--- src/sv/ptts_pkg.sv ---
`timescale 1ns / 1ps
// ----------------------------------------------------------------------------
// ptts_pkg
// Types and constants shared by the periodic task tick scheduler modules.
// ----------------------------------------------------------------------------
package ptts_pkg;

  localparam int MAX_RESULTS = 8;
  localparam int NRES_W = 4;

  localparam logic [2:0] MODE_TICK    = 3'd0;
  localparam logic [2:0] MODE_CREATE  = 3'd1;
  localparam logic [2:0] MODE_DELETE  = 3'd2;
  localparam logic [2:0] MODE_SUSPEND = 3'd3;
  localparam logic [2:0] MODE_RESUME  = 3'd4;
  localparam logic [2:0] MODE_QUERY   = 3'd5;

  localparam logic [2:0] STATUS_FIRED      = 3'd0;
  localparam logic [2:0] STATUS_FIRED_NONE = 3'd1;
  localparam logic [2:0] STATUS_DONE       = 3'd2;
  localparam logic [2:0] STATUS_FULL       = 3'd3;
  localparam logic [2:0] STATUS_NOT_FOUND  = 3'd4;

  localparam logic [1:0] TASK_READY     = 2'd0;
  localparam logic [1:0] TASK_SUSPENDED = 2'd1;
  localparam logic [1:0] TASK_DELETED   = 2'd2;

  typedef enum logic [1:0] {
    SEQ_IDLE,
    SEQ_READ,
    SEQ_PROC,
    SEQ_EMIT
  } seq_state_t;

  typedef struct packed {
    logic [7:0]  task_id;
    logic [1:0]  slot_state;
    logic [15:0] countdown;
    logic [15:0] period;
  } slot_t;

  typedef struct packed {
    logic       push;
    logic [2:0] status;
    logic [7:0] id;
    logic [1:0] task_state;
    logic       last;
  } result_t;

endpackage

--- src/sv/ptts_slot_ram.sv ---
`timescale 1ns / 1ps
// ----------------------------------------------------------------------------
// ptts_slot_ram
// Task slot table: one write port and one read port with registered data.
// ----------------------------------------------------------------------------
module ptts_slot_ram #(
  parameter int DEPTH = 8,
  parameter int IDX_W = 3
) (
  input  logic                 clk,
  input  logic                 we,
  input  logic [IDX_W-1:0]     waddr,
  input  ptts_pkg::slot_t      wdata,
  input  logic                 re,
  input  logic [IDX_W-1:0]     raddr,
  output ptts_pkg::slot_t      rdata
);

  ptts_pkg::slot_t mem [DEPTH];

  always_ff @(posedge clk) begin
    if (we) begin
      mem[waddr] <= wdata;
    end
    if (re) begin
      rdata <= mem[raddr];
    end
  end

endmodule

--- src/sv/ptts_ctrl.sv ---
`timescale 1ns / 1ps
// ----------------------------------------------------------------------------
// ptts_ctrl
// Sequencer that walks the used slots one at a time for each tick and for
// every command but create, and produces the result transactions.
// ----------------------------------------------------------------------------
module ptts_ctrl #(
  parameter int MAX_TASKS = 8,
  parameter int IDX_W = 3,
  parameter int CNT_W = 4
) (
  input  logic                 clk,
  input  logic                 rst,
  input  logic                 in_valid,
  output logic                 in_stall,
  input  logic [2:0]           mode,
  input  logic [7:0]           task_id,
  input  logic [15:0]          period,
  input  logic [15:0]          initial_delay,
  input  logic                 out_free,
  output ptts_pkg::result_t    res_push,
  output logic                 ram_we,
  output logic [IDX_W-1:0]     ram_waddr,
  output ptts_pkg::slot_t      ram_wdata,
  output logic                 ram_re,
  output logic [IDX_W-1:0]     ram_raddr,
  input  ptts_pkg::slot_t      ram_rdata
);

  ptts_pkg::seq_state_t state, state_next;
  logic [2:0]                  mode_r, mode_r_next;
  logic [7:0]                  id_r, id_r_next;
  logic [IDX_W-1:0]            idx, idx_next;
  logic [CNT_W-1:0]            count, count_next;
  logic [ptts_pkg::NRES_W-1:0] nres, nres_next;
  logic [2:0]                  res_status, res_status_next;
  logic [7:0]                  res_id, res_id_next;
  logic [1:0]                  res_tstate, res_tstate_next;

  logic match;
  logic last_slot;
  logic hold;

  assign in_stall  = (state != ptts_pkg::SEQ_IDLE);
  assign match     = (ram_rdata.task_id == id_r);
  assign last_slot = ((CNT_W'(idx) + CNT_W'(1)) == count);

  always_ff @(posedge clk) begin
    if (rst) begin
      state <= ptts_pkg::SEQ_IDLE;
      count <= '0;
    end else begin
      state <= state_next;
      count <= count_next;
    end
  end

  always_ff @(posedge clk) begin
    mode_r     <= mode_r_next;
    id_r       <= id_r_next;
    idx        <= idx_next;
    nres       <= nres_next;
    res_status <= res_status_next;
    res_id     <= res_id_next;
    res_tstate <= res_tstate_next;
  end

  always_comb begin
    state_next      = state;
    mode_r_next     = mode_r;
    id_r_next       = id_r;
    idx_next        = idx;
    count_next      = count;
    nres_next       = nres;
    res_status_next = res_status;
    res_id_next     = res_id;
    res_tstate_next = res_tstate;
    res_push        = '0;
    ram_we          = 1'b0;
    ram_waddr       = idx;
    ram_wdata       = ram_rdata;
    ram_re          = 1'b0;
    ram_raddr       = idx;
    hold            = 1'b0;

    case (state)
      ptts_pkg::SEQ_IDLE: begin
        if (in_valid) begin
          case (mode)
            ptts_pkg::MODE_CREATE: begin
              res_id_next     = task_id;
              res_tstate_next = ptts_pkg::TASK_READY;
              if (count < CNT_W'(MAX_TASKS)) begin
                ram_we               = 1'b1;
                ram_waddr            = count[IDX_W-1:0];
                ram_wdata.task_id    = task_id;
                ram_wdata.slot_state = ptts_pkg::TASK_READY;
                ram_wdata.countdown  = initial_delay;
                ram_wdata.period     = period;
                count_next           = count + CNT_W'(1);
                res_status_next      = ptts_pkg::STATUS_DONE;
              end else begin
                res_status_next = ptts_pkg::STATUS_FULL;
              end
              state_next = ptts_pkg::SEQ_EMIT;
            end
            ptts_pkg::MODE_TICK, ptts_pkg::MODE_DELETE, ptts_pkg::MODE_SUSPEND,
            ptts_pkg::MODE_RESUME, ptts_pkg::MODE_QUERY: begin
              mode_r_next     = mode;
              id_r_next       = task_id;
              idx_next        = '0;
              nres_next       = '0;
              res_tstate_next = ptts_pkg::TASK_READY;
              res_id_next     = task_id;
              if (mode == ptts_pkg::MODE_TICK) begin
                res_status_next = ptts_pkg::STATUS_FIRED_NONE;
                res_id_next     = '0;
              end else if (mode == ptts_pkg::MODE_QUERY) begin
                res_status_next = ptts_pkg::STATUS_NOT_FOUND;
              end else begin
                res_status_next = ptts_pkg::STATUS_DONE;
              end
              state_next = (count == '0) ? ptts_pkg::SEQ_EMIT : ptts_pkg::SEQ_READ;
            end
            default: begin
              state_next = ptts_pkg::SEQ_IDLE;
            end
          endcase
        end
      end

      ptts_pkg::SEQ_READ: begin
        ram_re     = 1'b1;
        state_next = ptts_pkg::SEQ_PROC;
      end

      ptts_pkg::SEQ_PROC: begin
        case (mode_r)
          ptts_pkg::MODE_TICK: begin
            if (ram_rdata.slot_state == ptts_pkg::TASK_READY) begin
              if (ram_rdata.countdown == 16'd0) begin
                if (nres < ptts_pkg::NRES_W'(ptts_pkg::MAX_RESULTS)) begin
                  if (nres != '0) begin
                    if (out_free) begin
                      res_push.push       = 1'b1;
                      res_push.status     = res_status;
                      res_push.id         = res_id;
                      res_push.task_state = res_tstate;
                      res_push.last       = 1'b0;
                    end else begin
                      hold = 1'b1;
                    end
                  end
                  if (!hold) begin
                    res_status_next = ptts_pkg::STATUS_FIRED;
                    res_id_next     = ram_rdata.task_id;
                    res_tstate_next = ptts_pkg::TASK_READY;
                    nres_next       = nres + ptts_pkg::NRES_W'(1);
                  end
                end
                ram_wdata.countdown = ram_rdata.period - 16'd1;
              end else begin
                ram_wdata.countdown = ram_rdata.countdown - 16'd1;
              end
              ram_we = !hold;
            end
          end
          ptts_pkg::MODE_DELETE: begin
            ram_wdata.slot_state = ptts_pkg::TASK_DELETED;
            ram_we               = match;
          end
          ptts_pkg::MODE_SUSPEND: begin
            ram_wdata.slot_state = ptts_pkg::TASK_SUSPENDED;
            ram_we               = match;
          end
          ptts_pkg::MODE_RESUME: begin
            ram_wdata.slot_state = ptts_pkg::TASK_READY;
            ram_we               = match;
          end
          ptts_pkg::MODE_QUERY: begin
            if (match) begin
              res_status_next = ptts_pkg::STATUS_DONE;
              res_tstate_next = ram_rdata.slot_state;
            end
          end
          default: begin
            ram_we = 1'b0;
          end
        endcase

        if (!hold) begin
          if (last_slot || (mode_r == ptts_pkg::MODE_QUERY && match)) begin
            state_next = ptts_pkg::SEQ_EMIT;
          end else begin
            idx_next   = idx + IDX_W'(1);
            state_next = ptts_pkg::SEQ_READ;
          end
        end
      end

      ptts_pkg::SEQ_EMIT: begin
        if (out_free) begin
          res_push.push       = 1'b1;
          res_push.status     = res_status;
          res_push.id         = res_id;
          res_push.task_state = res_tstate;
          res_push.last       = 1'b1;
          state_next          = ptts_pkg::SEQ_IDLE;
        end
      end

      default: begin
        state_next = ptts_pkg::SEQ_IDLE;
      end
    endcase
  end

  a_count_range: assert property (@(posedge clk) disable iff (rst)
    count <= CNT_W'(MAX_TASKS))
    else $error("used slot count beyond table size");

  a_write_state: assert property (@(posedge clk) disable iff (rst)
    ram_we |-> (state == ptts_pkg::SEQ_IDLE || state == ptts_pkg::SEQ_PROC))
    else $error("slot write outside idle or processing state");

  a_push_free: assert property (@(posedge clk) disable iff (rst)
    res_push.push |-> out_free)
    else $error("result pushed into a full output register");

  a_mid_push_not_last: assert property (@(posedge clk) disable iff (rst)
    (res_push.push && state == ptts_pkg::SEQ_PROC) |->
      (!res_push.last && mode_r == ptts_pkg::MODE_TICK))
    else $error("intermediate result marked last or outside a tick");

  a_emit_idle: assert property (@(posedge clk) disable iff (rst)
    (res_push.push && res_push.last) |=> (state == ptts_pkg::SEQ_IDLE))
    else $error("sequencer not idle after final result");

endmodule

--- src/sv/periodic_task_tick_scheduler_top.sv ---
`timescale 1ns / 1ps
// ----------------------------------------------------------------------------
// periodic_task_tick_scheduler_top
// Table of periodic tasks driven by tick and command transactions.
// ----------------------------------------------------------------------------
// Usage: an input transaction (mode, task_id, period, initial_delay) is taken
// when in_valid is high and in_stall is low. Every tick or command answers
// with one or more output transactions (status, fired_or_queried_id,
// task_state, last); last marks the final one. Modes six and seven are
// taken and dropped without an answer.
// Timing: create goes straight to the emit state and loads its answer into
// the output register. Tick, delete, suspend, resume and query walk the
// used slots through the slot table, each slot in a read step and then an
// update step; a query stops at its first match. in_stall stays high until
// the final answer is loaded into the output register.
// Reset clears the sequencer state, the used slot count and the output valid
// flag; the table itself needs no clearing since only created slots are read.
// When the receiver holds out_stall, the walk pauses at the next firing slot
// and the current output transaction holds steady until taken.
// ----------------------------------------------------------------------------
module periodic_task_tick_scheduler_top #(
  parameter int MAX_TASKS = 8
) (
  input  logic        clk,
  input  logic        rst,
  input  logic        in_valid,
  output logic        in_stall,
  input  logic [2:0]  mode,
  input  logic [7:0]  task_id,
  input  logic [15:0] period,
  input  logic [15:0] initial_delay,
  output logic        out_valid,
  input  logic        out_stall,
  output logic [2:0]  status,
  output logic [7:0]  fired_or_queried_id,
  output logic [1:0]  task_state,
  output logic        last
);

  localparam int IDX_W = (MAX_TASKS > 1) ? $clog2(MAX_TASKS) : 1;
  localparam int CNT_W = $clog2(MAX_TASKS + 1);

  ptts_pkg::result_t res_push;
  ptts_pkg::slot_t   ram_wdata;
  ptts_pkg::slot_t   ram_rdata;
  logic              ram_we;
  logic              ram_re;
  logic [IDX_W-1:0]  ram_waddr;
  logic [IDX_W-1:0]  ram_raddr;
  logic              out_free;
  logic              out_valid_next;

  assign out_free = !out_valid || !out_stall;

  ptts_ctrl #(
    .MAX_TASKS (MAX_TASKS),
    .IDX_W     (IDX_W),
    .CNT_W     (CNT_W)
  ) u_ctrl (
    .clk           (clk),
    .rst           (rst),
    .in_valid      (in_valid),
    .in_stall      (in_stall),
    .mode          (mode),
    .task_id       (task_id),
    .period        (period),
    .initial_delay (initial_delay),
    .out_free      (out_free),
    .res_push      (res_push),
    .ram_we        (ram_we),
    .ram_waddr     (ram_waddr),
    .ram_wdata     (ram_wdata),
    .ram_re        (ram_re),
    .ram_raddr     (ram_raddr),
    .ram_rdata     (ram_rdata)
  );

  ptts_slot_ram #(
    .DEPTH (MAX_TASKS),
    .IDX_W (IDX_W)
  ) u_slot_ram (
    .clk   (clk),
    .we    (ram_we),
    .waddr (ram_waddr),
    .wdata (ram_wdata),
    .re    (ram_re),
    .raddr (ram_raddr),
    .rdata (ram_rdata)
  );

  always_comb begin
    out_valid_next = out_valid;
    if (res_push.push) begin
      out_valid_next = 1'b1;
    end else if (out_valid && !out_stall) begin
      out_valid_next = 1'b0;
    end
  end

  always_ff @(posedge clk) begin
    if (rst) begin
      out_valid <= 1'b0;
    end else begin
      out_valid <= out_valid_next;
    end
  end

  always_ff @(posedge clk) begin
    if (res_push.push) begin
      status              <= res_push.status;
      fired_or_queried_id <= res_push.id;
      task_state          <= res_push.task_state;
      last                <= res_push.last;
    end
  end

endmodule
--- config.mk ---
export PLATFORM = sky130hd
export DESIGN_NAME = periodic_task_tick_scheduler_top
export DESIGN_NICKNAME = d
export VERILOG_FILES = /design/src/sv/ptts_pkg.sv /design/src/sv/ptts_slot_ram.sv /design/src/sv/ptts_ctrl.sv /design/src/sv/periodic_task_tick_scheduler_top.sv
export SDC_FILE = /design/constraint.sdc
export NUM_CORES = 1
export LEC_CHECK = 0
export BUFFER_PORTS_ARGS = -buffer_cell sky130_fd_sc_hd__buf_4
export CORE_AREA = 4 4 186 188
export DETAILED_ROUTE_END_ITERATION = 16
export DIE_AREA = 0 0 190 192
export GPL_TIMING_DRIVEN = 0
export MAX_ROUTING_LAYER = met4
export PLACE_DENSITY = 0.71
export SLEW_MARGIN = 40
export SYNTH_ARGS = -nofsm -noshare
export SYNTH_HDL_FRONTEND = slang
export SYNTH_SLANG_ARGS = --single-unit
export TNS_END_PERCENT = 50
--- constraint.sdc ---
create_clock -name clk -period 6.4 [get_ports clk]
set_input_delay 1.28 -clock clk [delete_from_list [all_inputs] [get_ports clk]]
set_output_delay 1.28 -clock clk [all_outputs]
set_load 0.05 [all_outputs]
==> results of run 1 <==
-- state kept, by name, indices dropped and copies added, names as in the netlist, 4 cells and up --
name,cells
u_slot_ram.mem,336
u_slot_ram.rdata,42
fired_or_queried_id,8
u_ctrl.id_r,8
u_ctrl.res_id,8
u_ctrl.count,4
u_ctrl.nres,4
-- path summary, 6_finish.rpt --
kind / startpoint / to
max reg2reg: u_slot_ram.rdata[28] / u_slot_ram.mem[7][28]
min reg2reg: u_ctrl.res_tstate[1] / task_state[1]
min: u_ctrl.res_tstate[1] / task_state[1]
max: mode[2] / u_slot_ram.mem[3][18]
-- where the power goes --
part | switching, mW | internal, mW | total (mW)
combinational | 0.485 | 0.289 | 0.773
clock | 1.06 | 1.55 | 2.61
sequential | 0.0640 | 3.25 | 3.32
total | 1.61 | 5.09 | 6.70
-- placed cells by master (no fill, tap or decap), drive strengths merged, types with 11 or more instances in the layout --
cell type | synthesis | layout
edfxtp | 423 | 423
nand2 | 231 | 231
buf | 22 | 113
mux4 | 84 | 84
clkbuf | 30 | 79
nor2 | 57 | 57
a21oi | 28 | 28
nor3 | 21 | 21
clkinv | 0 | 20
xor2 | 16 | 16
and2 | 16 | 16
inv | 13 | 15
nor4 | 12 | 12
o22ai | 11 | 11
o21ai | 11 | 11
a22o | 11 | 11
-- cell type report --
type	instances	area share (%)
Multi-Input combinational cell	626	23.14
Inverter	13	0.2298
Sequential cell	430	60.47
Buffer	53	1.190
Tap cell	448	2.639
Timing Repair Buffer	92	5.326
Antenna cell	1	0.01178
Clock inverter	31	1.732
Clock buffer	48	5.255
-- metrics by stage --
stage                     std cells  cell area [µm²]  hold WS [ns]  power (mW)
after floorplan                1122            17930        0.4967       3.845
after global placement         1631            18940        0.4990       4.095
after detailed placement       1661            19730        0.5025       4.136
after CTS                      1740            21210        0.5160       6.725
after global routing           1741            21230        0.5438       6.926
final                          1742            21240        0.5125       6.702
-- metal layers --
| metal | up-vias | track usage, % | wire length, µm |
|---|---|---|---|
| met5 | - | - | 0 |
| met4 | 0 | 9.405 | 1570 |
| met3 | 113 | 2.817 | 2888 |
| met2 | 483 | 39.76 | 21530 |
| met1 | 5503 | 35.54 | 18730 |
| li1 | 4668 | - | - |
-- kinds of logic after synthesis --
group                      share of synthesized area [%]
AOI/OAI and AO/OA                                  4.928
xor gates and xnor gates                           1.124
adders and majority gates                         0.4188
buffers and inverters                              1.605
DFF                                                71.64
muxes                                              10.67
and+or+nand+nor                                    9.618
-- synth_stat cells, types with 11 or more instances --
cell type	count	area (µm²)
sky130_fd_sc_hd__edfxtp_1	423	12700
sky130_fd_sc_hd__nand2_1	231	867.1
sky130_fd_sc_hd__mux4_2	84	1892
sky130_fd_sc_hd__nor2_1	57	214.0
sky130_fd_sc_hd__clkbuf_1	30	112.6
sky130_fd_sc_hd__a21oi_1	28	140.1
sky130_fd_sc_hd__nor3_1	20	100.1
sky130_fd_sc_hd__buf_1	18	67.56
sky130_fd_sc_hd__xor2_1	16	140.1
sky130_fd_sc_hd__and2_1	15	93.84
sky130_fd_sc_hd__inv_1	12	45.04
sky130_fd_sc_hd__o21ai_0	11	55.05
sky130_fd_sc_hd__o22ai_1	11	68.82
==> flow_summary.json, run 1 <==
{
  "outcome": "complete, no violations",
  "postLayoutCoreUtil_pct": 64.13,
  "path_common_cell": "sky130_fd_sc_hd__buf_8",
  "tritoncts": "done",
  "detail_route.wl_per_cell_um": 25.67,
  "clock_path_buffers": 3,
  "clk_root_buffer_cell": "sky130_fd_sc_hd__clkbuf_16",
  "gp_routability_congestion": 0.9512,
  "die_y_um": 192,
  "postSynth.topFlopCell": "sky130_fd_sc_hd__edfxtp_1",
  "drt_drc_violations_left": 0,
  "fmax_mhz": 199.8,
  "yosysWarnings": 0,
  "critPathSlowestCell": "sky130_fd_sc_hd__nor3b_2",
  "maxSlewHeadroom_pct": 36.01,
  "cts.sink_count": 430,
  "grt_pass1_vias": 10750,
  "setup.worst_path.class": "primary input to flip-flop",
  "layout_worst_path_cycle_share_pct": 78.22,
  "max_cap_violations": 0,
  "max-vdd-ir-drop_v": 0.0002731,
  "r2r.worst_path.cells": 11,
  "hold_buffers": 0,
  "critical_path.top_delay_family": "simple AND/OR/NAND/NOR gates",
  "cell_count_of_the_worst_hold_path": 1,
  "worst-endpoint-required_ns": 6.65,
  "drt-pass1-iter-count": 5,
  "cpPeakStageDelay_ns": 0.69,
  "final.setup.tns_ns": 0,
  "synth-seq-area-share_pct": 71.64,
  "placeable_core_region_mm2": 0.03311,
  "critical_path.max_fanout": 11,
  "post_synth_inst_count": 1122,
  "setup_crit_end_kind": "flip-flop",
  "rsz0062_at_grt": "no",
  "hpwlAfterDp_um": 30350,
  "grt_remaining_overflow": 0,
  "worstSkewPairLatency_ns": 0.55,
  "ys_seq_elements": 430,
  "share_of_async_settable_or_async_resettable_flops_after_synthesis_pct": 0,
  "multi_input_gate_area_in_the_final_layout_mm2": 0.004915,
  "dpl_worst_slack_ns": 0.9589,
  "grt_antenna_before_repair": 1,
  "route.detailed.vias_per_inst": 6.181,
  "area_delta_synth_final_pct": 18.47,
  "period_minus_slack_ns": 5.006,
  "via_count": 10770,
  "h_tree_lvls": 2,
  "design.portCount": 63,
  "path_cells": "buf_4 -> clkbuf_1 -> or3b_2 -> nor3b_2 -> nand2_1 -> clkbuf_1 -> nor3_1 -> a31oi_1 -> nor2_4 -> buf_8 -> buf_8 -> buf_8 -> buf_8",
  "detail_route.wirelength_um": 44710,
  "netlist-cell-type-count": 68,
  "clk_pin_slew_ns": 0.06,
  "detail_route.iter0.violations": 1184,
  "post_cts_resized": 0,
  "drt.antenna.violating_nets": 0,
  "num-fill-cells": 2310,
  "timing_max_transition_violations_final": 0,
  "skew_ns": 0.01609,
  "floorplan.die_area_mm2": 0.03648,
  "mappedNetlistArea_mm2": 0.01793,
  "postSynthAreaPerCell_um2": 15.98,
  "die_w_um": 190,
  "reg2reg_setup_slack_ns": 1.49,
  "finalHoldViolations": 0,
  "grt_pass1_wl_um": 66930,
  "layout.area.seq_mm2": 0.01284,
  "maximum_number_of_pins_on_one_net_before_global_route_repair": 24,
  "setup_violators_final": 0,
  "worstHoldPathType": "flip-flop to flip-flop",
  "cellPowerDensity_mw_per_mm2": 315.6,
  "cp-start-kind": "primary input",
  "arrival_ns": 5.26,
  "initial_utilization_pct": 54.14,
  "cts.repair_timing.setup_buffer_count": 0,
  "power.static_leakage_nw": 7.219,
  "num-nets-final": 1313,
  "setup_slack_ns": 1.394,
  "cts_buf_count": 44,
  "buffer_ports.inserted": 61,
  "timing_worst_slew_pin_value_ns": 0.9598,
  "postSynthNetCount": 1175,
  "grt_util_all_layers_pct": 25.49,
  "num_rows": 67,
  "worst-path-buf-inv": 7,
  "synth_enable_flop_cells": 423,
  "layout-drive-gt1-share_pct": 22.66,
  "crit_cells": 13
}
No activity file was read; power rests on OpenSTA's default activity.
==> run 2, diff against run 1 <==
PLACE_DENSITY = 0.74   (was 0.71)
clock period = 4 ns   (was 6.4 ns; I/O delays follow)
==> run 2 against run 1 <==
  * Power increased by 56%
  * Global-route usage increased by 0.25 points
  * Highest routed layer unchanged
  * Critical endpoint is now u_slot_ram.mem[1][12]
  * Sequential power increased by 60%
  * Die area unchanged
  * Cell area decreased by 0.71%
  * Hold slack got worse by 0.068 ns
  * Sequential share of layout area increased by 0.43 points
  * Critical path depth decreased by 2
  * Clock power increased by 49%
  * Final cell count decreased by 0.17%
==> flow_summary.json, run 2 (synthesis results as in run 1) <==
{
  "hpwlAfterDp_um": 30810,
  "critPathSlowestCell": "sky130_fd_sc_hd__or3b_2",
  "buffer_ports.inserted": 61,
  "gp_routability_congestion": 0.9350,
  "cell_count_of_the_worst_hold_path": 1,
  "max_cap_violations": 0,
  "critical_path.max_fanout": 15,
  "maxSlewHeadroom_pct": 41.98,
  "pwr-share-comb_pct": 11.9,
  "arrival_ns": 4.18,
  "clkPwrFrac_pct": 37.2,
  "dpl_worst_slack_ns": -0.6546,
  "power.static_leakage_nw": 7.147,
  "reg2reg_setup_slack_ns": 0.13,
  "grt_antenna_before_repair": 0,
  "r2r-end": "u_slot_ram.mem[4][28]",
  "hold_buffers": 0,
  "switching_power_total_mw": 2.512,
  "clk_pin_slew_ns": 0.06,
  "fmax_mhz": 254.0,
  "floorplan.die_area_mm2": 0.03648,
  "h_tree_lvls": 2,
  "cellPowerDensity_mw_per_mm2": 494.6,
  "cts.sink_count": 430,
  "layout-drive-gt1-share_pct": 22.70,
  "largest_reg_flops": 336,
  "die_w_um": 190,
  "path_cells": "buf_4 -> clkbuf_1 -> or3b_2 -> nor3b_4 -> nand2_1 -> clkbuf_1 -> nor3_1 -> a31oi_1 -> nor2_4 -> buf_16 -> buf_8",
  "skew_ns": 0.01898,
  "rsz0062_at_grt": "yes",
  "setup_crit_end_kind": "flip-flop",
  "die_y_um": 192,
  "placeable_core_region_mm2": 0.03311,
  "layout_worst_path_cycle_share_pct": 98.41,
  "worst-endpoint-required_ns": 4.25,
  "clock_path_buffers": 3,
  "internal_power_mw": 7.916,
  "design.portCount": 63,
  "timing_max_transition_violations_final": 0,
  "cpPeakStageDelay_ns": 0.61,
  "grt_util_all_layers_pct": 25.75,
  "cp-start-kind": "primary input",
  "crit-reg2reg-launch": "u_slot_ram.rdata[28]",
  "grt_pass1_wl_um": 67410,
  "end_point_of_the_most_critical_hold_path": "u_ctrl.id_r[2]",
  "detail_route.iter0.violations": 1490,
  "setup.worst_path.class": "primary input to flip-flop",
  "worstSkewPairLatency_ns": 0.55,
  "grt_pass1_vias": 10740,
  "antenna-diode-count": 0,
  "detail_route.wl_per_cell_um": 25.94,
  "via_count": 10880,
  "tritoncts": "done",
  "drt-pass1-iter-count": 6,
  "worstHoldPathType": "primary input to flip-flop",
  "finalHoldViolations": 0,
  "grt_remaining_overflow": 0,
  "route.detailed.vias_per_inst": 6.256,
  "r2r.worst_path.cells": 11,
  "maximum_number_of_pins_on_one_net_before_global_route_repair": 24,
  "area_delta_synth_final_pct": 17.63,
  "clk_root_buffer_cell": "sky130_fd_sc_hd__clkbuf_16",
  "detail_route.wirelength_um": 45120,
  "period_minus_slack_ns": 3.936,
  "seq_pwr_share_pct": 50.9,
  "setup_violators_final": 0,
  "finalInstanceArea_mm2": 0.02109,
  "setup_slack_ns": 0.06356,
  "drt_drc_violations_left": 0,
  "final_cell_mix": "423 x sky130_fd_sc_hd__edfxtp_1, 231 x sky130_fd_sc_hd__nand2_1, 84 x sky130_fd_sc_hd__mux4_2",
  "min_from": "task_id[2]",
  "top_regs": "u_slot_ram.mem x336, u_slot_ram.rdata x42",
  "initial_utilization_pct": 54.14,
  "num_rows": 67,
  "num-fill-cells": 2277,
  "max_flop_register": "u_slot_ram.mem",
  "power.switching_fraction_pct": 24.09,
  "max-vdd-ir-drop_v": 0.0003788,
  "timing_worst_slew_pin_value_ns": 0.8704,
  "final_common_cell": "sky130_fd_sc_hd__edfxtp_1",
  "cts_buf_count": 44,
  "num-nets-final": 1312,
  "outcome": "complete, no violations",
  "place_area_mm2": 0.01963,
  "path_common_cell": "sky130_fd_sc_hd__clkbuf_1",
  "drt.antenna.violating_nets": 0
}
==> run 2: cell count changes in the layout (fill, tap and decap cells not counted), moves of 3 or more <==
cell,previous run,this run
sky130_fd_sc_hd__buf_16,19,13
sky130_fd_sc_hd__buf_8,9,14
sky130_fd_sc_hd__bufinv_16,7,2
sky130_fd_sc_hd__clkbuf_1,31,37
sky130_fd_sc_hd__clkinv_4,3,0
==> run 2: area by class of cell <==
cell class,instances,area [µm²],area share (%)
Buffer,53,255.2,1.210
Inverter,13,48.80,0.2314
Sequential cell,430,12840,60.90
Clock buffer,58,1206,5.720
Multi-Input combinational cell,626,4972,23.58
Clock inverter,20,157.7,0.7476
Timing Repair Buffer,91,1044,4.949
Tap cell,448,560.5,2.658
==> run 2: timing repair <==
action	4_1_cts	5_1_grt
buffers inserted	0	1
resized for setup	8	3
pin swaps	0	2
endpoints found under the hold margin	0	0
endpoints found under the setup margin	223	103
cloned	0	0
==> run 2: worst max-delay path by stage <==
stage                               from                    end  slack, ns
floorplan                        mode[2]   u_slot_ram.mem[6][0]      -0.41
global placement                 mode[2]  u_slot_ram.mem[7][16]      -2.99
detailed placement               mode[2]  u_slot_ram.mem[1][19]      -0.65
CTS                 u_slot_ram.rdata[27]  u_slot_ram.mem[4][28]       0.01
global route                     mode[2]  u_slot_ram.mem[1][18]      -0.05
finish                           mode[2]  u_slot_ram.mem[1][12]       0.06
==> run 2: per-stage QoR <==
stage / setup TNS (ns) / cells / hold WS [ns] / utilization, % / total power [mW]
floorplan: -63.47 / 1122 / 0.4967 / - / 6.155
global placement: -721.24 / 1631 / 0.4991 / 57.30 / 6.542
detailed placement: -136.98 / 1660 / 0.5032 / 59.29 / 6.610
CTS: 0 / 1738 / 0.4326 / 63.55 / 10.47
global route: -0.7482 / 1739 / 0.4366 / 63.68 / 10.81
finish: 0 / 1739 / 0.4447 / 63.68 / 10.43
==> run 2: layer usage <==
layer / global-route usage [%] / wire length (µm) / share of wire (%)
met2: 40.31 / 21850 / 48
met5: - / 0 / 0
met4: 8.236 / 1484 / 3.3
met1: 35.56 / 17890 / 40
met3: 3.908 / 3886 / 8.6
==> run 2: power by group through the flow <==
stage	Clock, mW	Combinational [mW]	Sequential, mW
final	3.88	1.24	5.31
after CTS	3.93	1.23	5.30
after floorplan	0	0.793	5.36
after global routing	4.15	1.35	5.31
after global placement	0	1.14	5.40
after detailed placement	0	1.22	5.39
==> run 2: critical path, delay by kind of cell <==
kind	cells	cell delay (ns)
AOI/OAI and AO/OA	1	0.13
buffers and inverters	5	1.09
and+or+nand+nor	5	2.13
